--- src/hw/rtl/one_shot_timer_slot_table_assert.svh ---
// ---------------------------------------------------------------------------
// one-shot timer slot table assertion macros
// concurrent assertion helpers clocked on clk, disabled while arst_n is low
// ---------------------------------------------------------------------------
`ifndef ONE_SHOT_TIMER_SLOT_TABLE_ASSERT_SVH
`define ONE_SHOT_TIMER_SLOT_TABLE_ASSERT_SVH

`ifndef ASSERT_OFF

// property holds on every clock edge outside reset
`define OSTS_ASSERT(label, prop, msg) \
	label: assert property (@(posedge clk) disable iff (!arst_n) (prop)) \
		else $error(msg);

// antecedent in one cycle implies consequent in the next
`define OSTS_ASSERT_NEXT(label, ante, cons, msg) \
	label: assert property (@(posedge clk) disable iff (!arst_n) (ante) |=> (cons)) \
		else $error(msg);

`else

`define OSTS_ASSERT(label, prop, msg)
`define OSTS_ASSERT_NEXT(label, ante, cons, msg)

`endif

`endif

--- src/hw/rtl/osts_pkg.sv ---
// ---------------------------------------------------------------------------
// osts_pkg
// shared types and constants of the one-shot timer slot table
// ---------------------------------------------------------------------------
package osts_pkg;

	localparam int SLOT_COUNT_DEF = 16;
	localparam int RESULT_CAP     = 16;
	localparam int CNT_W          = $clog2(RESULT_CAP + 1);

	localparam int KIND_W   = 2;
	localparam int TAG_W    = 8;
	localparam int DELAY_W  = 16;
	localparam int STATUS_W = 2;
	localparam int SLOT_W   = 4;
	localparam int IN_DATA_W  = 24;
	localparam int OUT_DATA_W = 16;

	typedef enum logic [KIND_W-1:0] {
		KIND_REGISTER = 2'd0,
		KIND_TICK     = 2'd1,
		KIND_DISPATCH = 2'd2
	} kind_t;

	typedef enum logic [STATUS_W-1:0] {
		STATUS_OK      = 2'd0,
		STATUS_FULL    = 2'd1,
		STATUS_NO_FIRE = 2'd2
	} status_t;

	typedef enum logic [1:0] {
		PH_FREE  = 2'd0,
		PH_READY = 2'd1,
		PH_COUNT = 2'd2
	} phase_t;

	typedef enum logic [1:0] {
		ST_IDLE,
		ST_SCAN,
		ST_FINISH
	} state_t;

	typedef struct packed {
		logic [1:0]         phase;
		logic [DELAY_W-1:0] elapsed;
		logic [DELAY_W-1:0] limit;
		logic [TAG_W-1:0]   tag;
	} entry_t;

	localparam int ENTRY_W = $bits(entry_t);

	// controller to datapath
	typedef struct packed {
		logic start;
		logic scan_en;
		logic fin_push;
	} cmd_t;

	// datapath to controller
	typedef struct packed {
		logic scan_last;
		logic has_result;
		logic out_free;
	} sts_t;

endpackage

--- src/hw/rtl/osts_ram.sv ---
// ---------------------------------------------------------------------------
// osts_ram
// generic single write port, single read port ram with registered read
// ---------------------------------------------------------------------------
module osts_ram #(
	parameter int WIDTH = 8,
	parameter int DEPTH = 16,
	localparam int AW = (DEPTH > 1) ? $clog2(DEPTH) : 1
) (
	input  logic             clk,
	input  logic             we,
	input  logic [AW-1:0]    wr_addr,
	input  logic [WIDTH-1:0] wr_data,
	input  logic [AW-1:0]    rd_addr,
	output logic [WIDTH-1:0] rd_data
);

	logic [WIDTH-1:0] mem_q [DEPTH];
	logic [WIDTH-1:0] rd_data_q;

	always_ff @(posedge clk) begin
		if (we) begin
			mem_q[wr_addr] <= wr_data;
		end
		rd_data_q <= mem_q[rd_addr];
	end

	assign rd_data = rd_data_q;

endmodule

--- src/hw/rtl/osts_ctrl.sv ---
// ---------------------------------------------------------------------------
// osts_ctrl
// request sequencer: accept, slot scan, final result hand-off
// ---------------------------------------------------------------------------
module osts_ctrl (
	input  logic               clk,
	input  logic               arst_n,
	input  logic               s_tvalid,
	output logic               s_tready,
	input  osts_pkg::sts_t     sts,
	output osts_pkg::cmd_t     cmd
);

	osts_pkg::state_t state_q, state_d;

	always_ff @(posedge clk or negedge arst_n) begin
		if (!arst_n) begin
			state_q <= osts_pkg::ST_IDLE;
		end else begin
			state_q <= state_d;
		end
	end

	// next state
	always_comb begin
		state_d = state_q;
		case (state_q)
			osts_pkg::ST_IDLE: begin
				if (s_tvalid) begin
					state_d = osts_pkg::ST_SCAN;
				end
			end
			osts_pkg::ST_SCAN: begin
				if (sts.scan_last) begin
					state_d = osts_pkg::ST_FINISH;
				end
			end
			osts_pkg::ST_FINISH: begin
				if (!sts.has_result || sts.out_free) begin
					state_d = osts_pkg::ST_IDLE;
				end
			end
			default: begin
				state_d = osts_pkg::ST_IDLE;
			end
		endcase
	end

	// outputs
	always_comb begin
		s_tready     = 1'b0;
		cmd.start    = 1'b0;
		cmd.scan_en  = 1'b0;
		cmd.fin_push = 1'b0;
		case (state_q)
			osts_pkg::ST_IDLE: begin
				s_tready  = 1'b1;
				cmd.start = s_tvalid;
			end
			osts_pkg::ST_SCAN: begin
				cmd.scan_en = 1'b1;
			end
			osts_pkg::ST_FINISH: begin
				cmd.fin_push = sts.has_result && sts.out_free;
			end
			default: begin
				s_tready = 1'b0;
			end
		endcase
	end

endmodule

--- src/hw/rtl/osts_dp.sv ---
// ---------------------------------------------------------------------------
// osts_dp
// slot ram, per-slot valid bits, scan pointer, pending fire and output register
// ---------------------------------------------------------------------------
`include "one_shot_timer_slot_table_assert.svh"

module osts_dp #(
	parameter int SLOT_COUNT = osts_pkg::SLOT_COUNT_DEF
) (
	input  logic                              clk,
	input  logic                              arst_n,
	input  osts_pkg::cmd_t                    cmd,
	output osts_pkg::sts_t                    sts,
	input  logic [osts_pkg::KIND_W-1:0]       in_kind,
	input  logic [osts_pkg::TAG_W-1:0]        in_tag,
	input  logic [osts_pkg::DELAY_W-1:0]      in_delay,
	output logic                              m_tvalid,
	input  logic                              m_tready,
	output logic [osts_pkg::OUT_DATA_W-1:0]   m_tdata,
	output logic                              m_tlast
);

	localparam int IW = (SLOT_COUNT > 1) ? $clog2(SLOT_COUNT) : 1;
	localparam logic [IW-1:0] LAST_IDX = IW'(SLOT_COUNT - 1);

	logic [osts_pkg::KIND_W-1:0]   kind_q;
	logic [osts_pkg::TAG_W-1:0]    tag_q;
	logic [osts_pkg::DELAY_W-1:0]  delay_q;
	logic [IW-1:0]                 idx_q;
	logic                          found_q;
	logic [osts_pkg::SLOT_W-1:0]   found_slot_q;
	logic                          pend_vld_q;
	logic [osts_pkg::SLOT_W-1:0]   pend_slot_q;
	logic [osts_pkg::TAG_W-1:0]    pend_tag_q;
	logic [osts_pkg::CNT_W-1:0]    n_q;
	logic [SLOT_COUNT-1:0]         valid_q;

	logic                          m_tvalid_q;
	logic [osts_pkg::STATUS_W-1:0] status_q;
	logic [osts_pkg::SLOT_W-1:0]   slot_q;
	logic [osts_pkg::TAG_W-1:0]    ftag_q;
	logic                          fire_q;
	logic                          last_q;

	osts_pkg::entry_t              rd_entry;
	osts_pkg::entry_t              wr_entry;
	logic [osts_pkg::ENTRY_W-1:0]  rd_raw;
	logic [IW-1:0]                 rd_addr;
	logic                          ram_we;
	logic [1:0]                    phase_eff;
	logic [IW+osts_pkg::SLOT_W-1:0] idx_wide;
	logic [osts_pkg::SLOT_W-1:0]   idx_slot;

	logic reg_hit, tick_hit, fire_hit, stall, advance, out_free, push_mid;

	logic [osts_pkg::STATUS_W-1:0] fin_status;
	logic [osts_pkg::SLOT_W-1:0]   fin_slot;
	logic [osts_pkg::TAG_W-1:0]    fin_tag;
	logic                          fin_fire;

	assign rd_entry  = osts_pkg::entry_t'(rd_raw);
	assign phase_eff = valid_q[idx_q] ? rd_entry.phase : osts_pkg::PH_FREE;
	assign idx_wide  = {{osts_pkg::SLOT_W{1'b0}}, idx_q};
	assign idx_slot  = idx_wide[osts_pkg::SLOT_W-1:0];

	assign out_free = !m_tvalid_q || m_tready;

	assign reg_hit  = (kind_q == osts_pkg::KIND_REGISTER) && !found_q &&
		(phase_eff == osts_pkg::PH_FREE);
	assign tick_hit = (kind_q == osts_pkg::KIND_TICK) && (phase_eff == osts_pkg::PH_COUNT);
	assign fire_hit = (kind_q == osts_pkg::KIND_DISPATCH) &&
		(phase_eff == osts_pkg::PH_READY) && (rd_entry.tag != '0) &&
		(n_q < osts_pkg::CNT_W'(osts_pkg::RESULT_CAP));

	// a second fire needs the output register for the held one
	assign stall    = cmd.scan_en && fire_hit && pend_vld_q && !out_free;
	assign advance  = cmd.scan_en && !stall;
	assign ram_we   = advance && (reg_hit || tick_hit || fire_hit);
	assign push_mid = advance && fire_hit && pend_vld_q;

	// on a stall the current slot is read again so its data stays in place
	always_comb begin
		if (advance && (idx_q != LAST_IDX)) begin
			rd_addr = idx_q + IW'(1);
		end else if (cmd.scan_en) begin
			rd_addr = idx_q;
		end else begin
			rd_addr = '0;
		end
	end

	always_comb begin
		wr_entry = rd_entry;
		if (reg_hit) begin
			wr_entry.phase   = osts_pkg::PH_COUNT;
			wr_entry.elapsed = '0;
			wr_entry.limit   = delay_q;
			wr_entry.tag     = tag_q;
		end else if (tick_hit) begin
			if (rd_entry.elapsed < rd_entry.limit) begin
				wr_entry.elapsed = rd_entry.elapsed + osts_pkg::DELAY_W'(1);
			end else begin
				wr_entry.elapsed = '0;
				wr_entry.phase   = osts_pkg::PH_READY;
			end
		end else if (fire_hit) begin
			wr_entry.phase = osts_pkg::PH_FREE;
			wr_entry.tag   = '0;
		end
	end

	osts_ram #(
		.WIDTH (osts_pkg::ENTRY_W),
		.DEPTH (SLOT_COUNT)
	) u_ram (
		.clk     (clk),
		.we      (ram_we),
		.wr_addr (idx_q),
		.wr_data (wr_entry),
		.rd_addr (rd_addr),
		.rd_data (rd_raw)
	);

	// final result of a register or dispatch request
	always_comb begin
		fin_status = osts_pkg::STATUS_OK;
		fin_slot   = '0;
		fin_tag    = '0;
		fin_fire   = 1'b0;
		case (kind_q)
			osts_pkg::KIND_REGISTER: begin
				if (found_q) begin
					fin_slot = found_slot_q;
				end else begin
					fin_status = osts_pkg::STATUS_FULL;
				end
			end
			osts_pkg::KIND_DISPATCH: begin
				if (pend_vld_q) begin
					fin_slot = pend_slot_q;
					fin_tag  = pend_tag_q;
					fin_fire = 1'b1;
				end else begin
					fin_status = osts_pkg::STATUS_NO_FIRE;
				end
			end
			default: begin
				fin_status = osts_pkg::STATUS_OK;
			end
		endcase
	end

	always_ff @(posedge clk) begin
		if (cmd.start) begin
			kind_q  <= in_kind;
			tag_q   <= in_tag;
			delay_q <= in_delay;
		end
		if (advance && reg_hit) begin
			found_slot_q <= idx_slot;
		end
		if (advance && fire_hit) begin
			pend_slot_q <= idx_slot;
			pend_tag_q  <= rd_entry.tag;
		end
		if (push_mid) begin
			status_q <= osts_pkg::STATUS_OK;
			slot_q   <= pend_slot_q;
			ftag_q   <= pend_tag_q;
			fire_q   <= 1'b1;
			last_q   <= 1'b0;
		end else if (cmd.fin_push) begin
			status_q <= fin_status;
			slot_q   <= fin_slot;
			ftag_q   <= fin_tag;
			fire_q   <= fin_fire;
			last_q   <= 1'b1;
		end
	end

	always_ff @(posedge clk or negedge arst_n) begin
		if (!arst_n) begin
			idx_q      <= '0;
			found_q    <= 1'b0;
			pend_vld_q <= 1'b0;
			n_q        <= '0;
			valid_q    <= '0;
			m_tvalid_q <= 1'b0;
		end else begin
			if (cmd.start) begin
				idx_q      <= '0;
				found_q    <= 1'b0;
				pend_vld_q <= 1'b0;
				n_q        <= '0;
			end else if (advance) begin
				idx_q <= idx_q + IW'(1);
				if (reg_hit) begin
					found_q        <= 1'b1;
					valid_q[idx_q] <= 1'b1;
				end
				if (fire_hit) begin
					pend_vld_q <= 1'b1;
					n_q        <= n_q + osts_pkg::CNT_W'(1);
				end
			end
			if (push_mid || cmd.fin_push) begin
				m_tvalid_q <= 1'b1;
			end else if (m_tready) begin
				m_tvalid_q <= 1'b0;
			end
		end
	end

	assign sts.scan_last  = advance && (idx_q == LAST_IDX);
	assign sts.has_result = (kind_q == osts_pkg::KIND_REGISTER) ||
		(kind_q == osts_pkg::KIND_DISPATCH);
	assign sts.out_free   = out_free;

	assign m_tvalid = m_tvalid_q;
	assign m_tdata  = {1'b0, fire_q, ftag_q, slot_q, status_q};
	assign m_tlast  = last_q;

	`OSTS_ASSERT(a_stall_only_dispatch, stall |-> (kind_q == osts_pkg::KIND_DISPATCH && pend_vld_q), "scan stalled outside a dispatch with a held fire")
	`OSTS_ASSERT(a_fire_cap, n_q <= osts_pkg::CNT_W'(osts_pkg::RESULT_CAP), "fire count past the cap")
	`OSTS_ASSERT(a_write_in_scan, ram_we |-> cmd.scan_en, "slot ram written outside a scan")
	`OSTS_ASSERT_NEXT(a_mid_not_last, push_mid, m_tvalid_q && !last_q, "mid-scan fire not presented as a non-final result")

endmodule

--- src/hw/rtl/one_shot_timer_slot_table.sv ---
// ---------------------------------------------------------------------------
// one_shot_timer_slot_table
// table of one-shot timer slots with register, tick and dispatch requests
// ---------------------------------------------------------------------------
// The block keeps SLOT_COUNT one-shot timer slots, each free, counting or
// ready. A register request (tuser 0) takes the lowest free slot, stores the
// tag and delay and answers with the slot, or with table full. A tick request
// (tuser 1) advances every counting slot; a slot with delay d turns ready on
// the (d+1)-th tick; a tick gives no result. A dispatch request (tuser 2)
// emits every ready slot with a nonzero tag in slot order, at most 16, frees
// them, and marks the final one with tlast; with nothing to fire it answers
// status 2. Slots that turn ready with tag 0 are never freed. tuser 3 is
// ignored. Every request walks the slot ram one slot per cycle through its
// single read port, except while a dispatch finds the output register still
// held by the sink with a second fire waiting. The next request is accepted
// only after the scan and, for a register or dispatch request, after its
// final result has gone into the output register. No clearing pass is
// needed after reset: per-slot valid bits mark the free slots.
// ---------------------------------------------------------------------------
module one_shot_timer_slot_table #(
	parameter int SLOT_COUNT = osts_pkg::SLOT_COUNT_DEF
) (
	input  logic                            clk,
	input  logic                            arst_n,
	// request channel
	input  logic                            s_tvalid,
	output logic                            s_tready,
	input  logic [osts_pkg::IN_DATA_W-1:0]  s_tdata,   // task_tag[7:0], delay[23:8]
	input  logic [osts_pkg::KIND_W-1:0]     s_tuser,   // kind[1:0]
	// result channel
	output logic                            m_tvalid,
	input  logic                            m_tready,
	output logic [osts_pkg::OUT_DATA_W-1:0] m_tdata,   // status[1:0], slot[5:2],
	                                                   // fired_tag[13:6], fire[14], zero[15]
	output logic                            m_tlast    // last
);

	osts_pkg::cmd_t cmd;
	osts_pkg::sts_t sts;

	// sequencer: idle, scan over all slots, hand-off of the final result
	osts_ctrl u_ctrl (
		.clk      (clk),
		.arst_n   (arst_n),
		.s_tvalid (s_tvalid),
		.s_tready (s_tready),
		.sts      (sts),
		.cmd      (cmd)
	);

	// slot storage and result path
	osts_dp #(
		.SLOT_COUNT (SLOT_COUNT)
	) u_dp (
		.clk      (clk),
		.arst_n   (arst_n),
		.cmd      (cmd),
		.sts      (sts),
		.in_kind  (s_tuser),
		.in_tag   (s_tdata[osts_pkg::TAG_W-1:0]),
		.in_delay (s_tdata[osts_pkg::TAG_W +: osts_pkg::DELAY_W]),
		.m_tvalid (m_tvalid),
		.m_tready (m_tready),
		.m_tdata  (m_tdata),
		.m_tlast  (m_tlast)
	);

endmodule

--- config.mk ---
export PLATFORM = sky130hd
export DESIGN_NAME = one_shot_timer_slot_table
export DESIGN_NICKNAME = d
export VERILOG_FILES = /design/src/hw/rtl/osts_pkg.sv /design/src/hw/rtl/osts_ram.sv /design/src/hw/rtl/osts_ctrl.sv /design/src/hw/rtl/osts_dp.sv /design/src/hw/rtl/one_shot_timer_slot_table.sv
export VERILOG_INCLUDE_DIRS = /design/src /design/src/hw/rtl
export SDC_FILE = /design/constraint.sdc
export NUM_CORES = 1
export LEC_CHECK = 0
export BUFFER_PORTS_ARGS = -buffer_cell sky130_fd_sc_hd__buf_2
export CAP_MARGIN = 40
export CORE_ASPECT_RATIO = 0.5
export CORE_MARGIN = 1
export CORE_UTILIZATION = 56
export CTS_CLUSTER_DIAMETER = 50
export DETAILED_ROUTE_END_ITERATION = 16
export PLACE_DENSITY_LB_ADDON = 0.12
export SKIP_CTS_REPAIR_TIMING = 1
export SYNTH_ARGS = -nofsm -noshare
export SYNTH_HDL_FRONTEND = slang
export SYNTH_SLANG_ARGS = --single-unit
export TNS_END_PERCENT = 20
--- constraint.sdc ---
create_clock -name clk -period 3.85 [get_ports clk]
set_input_delay 0.5775 -clock clk [delete_from_list [all_inputs] [get_ports clk]]
set_output_delay 0.5775 -clock clk [all_outputs]
set_load 0.02 [all_outputs]
==> impl_metrics.csv <==
group,metric,value,unit
die,die_area,57000,um^2
worst_hold_path,hold_class,"input pin to asynchronous set/reset pin",
layout,drive_gt1_share,12.5,%
cts,clk_latency,0.62,ns
synth,synth.net_count,2304,
grt,grt_pass1_vias,18400,
placement,numPortBuffers,47,
worst_setup_path,startpoint,"u_dp.kind_q[1]$_DFFE_PP_",
worst_setup_path,required,4.14,ns
layout,multi_input_area,7300,um^2
drt,drc,0,
cts,clk_pin_slew,0.07,ns
power_and_ir_drop,power.switching,12.2,mW
grt,grt_max_degree,88,
placement,placed_cell_area,33300,um^2
drt,ant_nets,0,
worst_setup_path,regToRegSetupSlack,0.20,ns
power_and_ir_drop,p_leak,12.6,nW
worst_setup_path,crit_type,"flip-flop to flip-flop",
cts,cts-root-buf,"clkbuf_16",
synth,ys_async_sr_fraction,3.74,%
synth,synth-edff-count,726,
layout,n_fill_cell,3913,
grt,grt_antenna_before_repair,0,
timing,setup_viol,0,
timing,finalHoldViolCount,0,
drt,drt-pass1-iter-count,7,
power_and_ir_drop,p_comb_share,40.5,%
timing,clock_skew,0.0257,ns
drt,avgRoutedWirePerCell,24.7,um
worst_setup_path,worstSetupStartpointType,"flip-flop",
grt,grt-ovfl-total,0,
layout,design_area,35500,um^2
worst_setup_path,cp.arrival,3.93,ns
synth,ys_ff_latch,802,
timing,worst_pin_slew,0.938,ns
synth,synth_area,31300,um^2
timing,slew_viol_final,0,
layout,seqCellArea,23500,um^2
drt,num_vias,19100,
power_and_ir_drop,pwr-share-clk,21.3,%
layout,antennaDiodeCount,0,
die,die_h,169,um
worst_setup_path,crit_path_top_delay_cell,"nor4bb_1",
power_and_ir_drop,pwr-share-seq,38.2,%
outcome,status,"complete, no violations",
timing,max_freq,0.274,GHz
layout,finalNetCount,2405,
timing,rsz0062_at_grt,"false",
timing,whs,0.0117,ns
cts,cts_tree,"done",
drt,vias_per_cell,6.04,
layout,syn_to_final_growth,13.3,%
drt,routed_wl,77900,um
worst_setup_path,end_kind,"flip-flop",
worst_setup_path,slowest_delay,0.79,ns
grt,grt_first_pass_wirelength,116000,um
worst_setup_path,path_cells,"nor4bb_1, nor2b_1, buf_4, nand4_1, nor2_1, buf_4, nand2_1, xor2_1, nor2_1",
placement,place_congestion,0.819,
die,placementRows,60,
power_and_ir_drop,p_sw_share,38.1,%
cts,htree_levels,3,
synth,yosys_warnings,0,
die,coreArea,54500,um^2
timing,tns,0,ns
cts,cts_num_sinks,802,
run,cap_viol_max_count,0,
worst_setup_path,path_max_fanout,16,
synth,seq_area_frac_synth,74.9,%
worst_setup_path,crit_family,"simple AND/OR/NAND/NOR gates",
synth,syn_area_per_cell,13.9,um^2
synth,synthDistinctLibCells,59,
grt,track_usage,27.9,%
placement,dp_hpwl,41000,um
die,start_util,57.5,%
die,die_w,337,um
worst_setup_path,rr_startpoint,"u_dp.kind_q[1]$_DFFE_PP_",
timing,max_slew_margin,37.2,%
synth,synthCells,2253,
power_and_ir_drop,powerDensity,899,nW/um^2
die,ioPinCount,49,
timing,period_share,94.8,%
drt,drt_iter0_markers,2017,
worst_setup_path,critPathBufInv,2,
cts,clockBufferDepth,3,
cts,cts_buffers,70,
timing,finalCriticalPeriod,3.65,ns
power_and_ir_drop,cell_internal_pwr,19.7,mW
synth,synth_ff_type,"edfxtp_1",
power_and_ir_drop,peakVddDrop,1.46,mV
## layout make-up
type	instances	area share, %
inverters	22	0.233
well taps	744	2.62
clock inverters	25	0.441
multi-input cells	1303	20.6
clock buffers	104	5.70
flip-flops and latches	802	66.1
repair buffers	155	4.29
## power groups by stage
stage | logic (mW) | clock network [mW] | registers (mW)
global route | 14.0 | 7.17 | 12.3
detailed placement | 12.7 | 0 | 12.4
CTS | 12.8 | 6.86 | 12.2
finish | 12.9 | 6.79 | 12.2
global placement | 12.5 | 0 | 12.4
floorplan | 8.13 | 0 | 12.2
## cells by family after synthesis
| family | after synthesis | share of synthesized area (%) |
|---|---|---|
| fa+ha+maj | 21 | 0.839 |
| mux | 94 | 3.28 |
| simple gates | 923 | 12.7 |
| buf+inv | 148 | 2.07 |
| flops | 802 | 74.9 |
| xor+xnor | 20 | 0.559 |
| other cells | 1 | 0.0120 |
| compound gates | 244 | 5.61 |
## sequential cells by signal (all words and copies together), names as in the netlist
signal	flops
u_dp.slot_q	4
u_dp.ftag_q	8
u_dp.status_q	2
u_dp.pend_vld_q	1
u_dp.u_ram.mem_q	672
u_dp.kind_q	2
u_dp.m_tvalid	1
u_dp.delay_q	16
u_dp.fire_q	1
u_dp.found_slot_q	4
u_dp.pend_tag_q	8
u_dp.idx_q	4
u_dp.n_q	5
u_dp.pend_slot_q	4
u_dp.m_tlast	1
u_ctrl.state_q	2
u_dp.u_ram.rd_data	42
u_dp.valid_q	16
u_dp.tag_q	8
u_dp.found_q	1
## cells in the final DEF (no fill, tap or decap), types with 21 or more instances in the layout
cell       netlist  final
nand3_1        185    185
a32o_1          83     83
clkbuf_1        70     23
dfxtp_1         46     46
dfrtp_1         30     29
buf_2           35     47
a21oi_1         98     98
nor4_1          43     42
mux2i_1         85     85
nor2_1          54     47
buf_4            5     70
clkbuf_16        0     73
buf_12           0     38
ha_1            21     21
nand2_1        573    572
edfxtp_1       726    726
## per-layer routing
metal,wire length [um],GRT usage [%],up-vias,part of all wire [%]
li1,-,-,8520,-
met1,33500,41.4,9471,43
met2,35800,43.7,956,46
met3,7060,4.54,121,9.1
met4,1560,6.38,0,2.0
met5,0,0,-,0
## synthesized netlist by cell type (20+ instances only)
cell / n / share of area (%)
clkbuf_1: 70 / 0.84
dfxtp_1: 46 / 2.9
a32o_1: 83 / 2.7
inv_1: 20 / 0.24
nor4_1: 43 / 0.86
nand3_1: 185 / 3.0
buf_2: 35 / 0.56
mux2i_1: 85 / 2.7
ha_1: 21 / 0.84
o21ai_0: 21 / 0.34
dfrtp_1: 30 / 2.4
edfxtp_1: 726 / 70
nor2_1: 54 / 0.65
a21oi_1: 98 / 1.6
nand2_1: 573 / 6.9
## per-stage QoR
step                      setup slack, ns  utilization (%)  total power, mW  cells
after global placement              0.203             61.0             24.9   3023
after global routing               0.0305             65.1             33.4   3155
after floorplan                     0.206                -             20.3   2253
after CTS                          0.0822             65.1             31.8   3153
after detailed placement            0.112             61.1             25.1   3024
final                               0.201             65.1             31.9   3155
## worst reg2reg max path, delay by kind of cell (launching register included)
kind	cells	cell delay [ns]
flops	1	0.53
buf+inv	2	0.35
xor+xnor	1	0.15
simple gates	6	2.29
## worst paths after layout
check / cells past startpoint / to
worst max-delay path: 9 / u_dp.u_ram.mem_q[1][34]$_DFFE_PP_
worst min-delay path: 1 / u_dp.n_q[3]$_DFFE_PN0P_
worst max register to register: 9 / u_dp.u_ram.mem_q[1][34]$_DFFE_PP_
worst min register to register: 2 / u_dp.fire_q$_SDFFE_PP1P_
max in group asynchronous: 1 / u_dp.idx_q[2]$_DFFE_PN0P_
min in group clk: 1 / u_dp.delay_q[0]$_DFFE_PP_
Power figures use the tool's default switching activity.
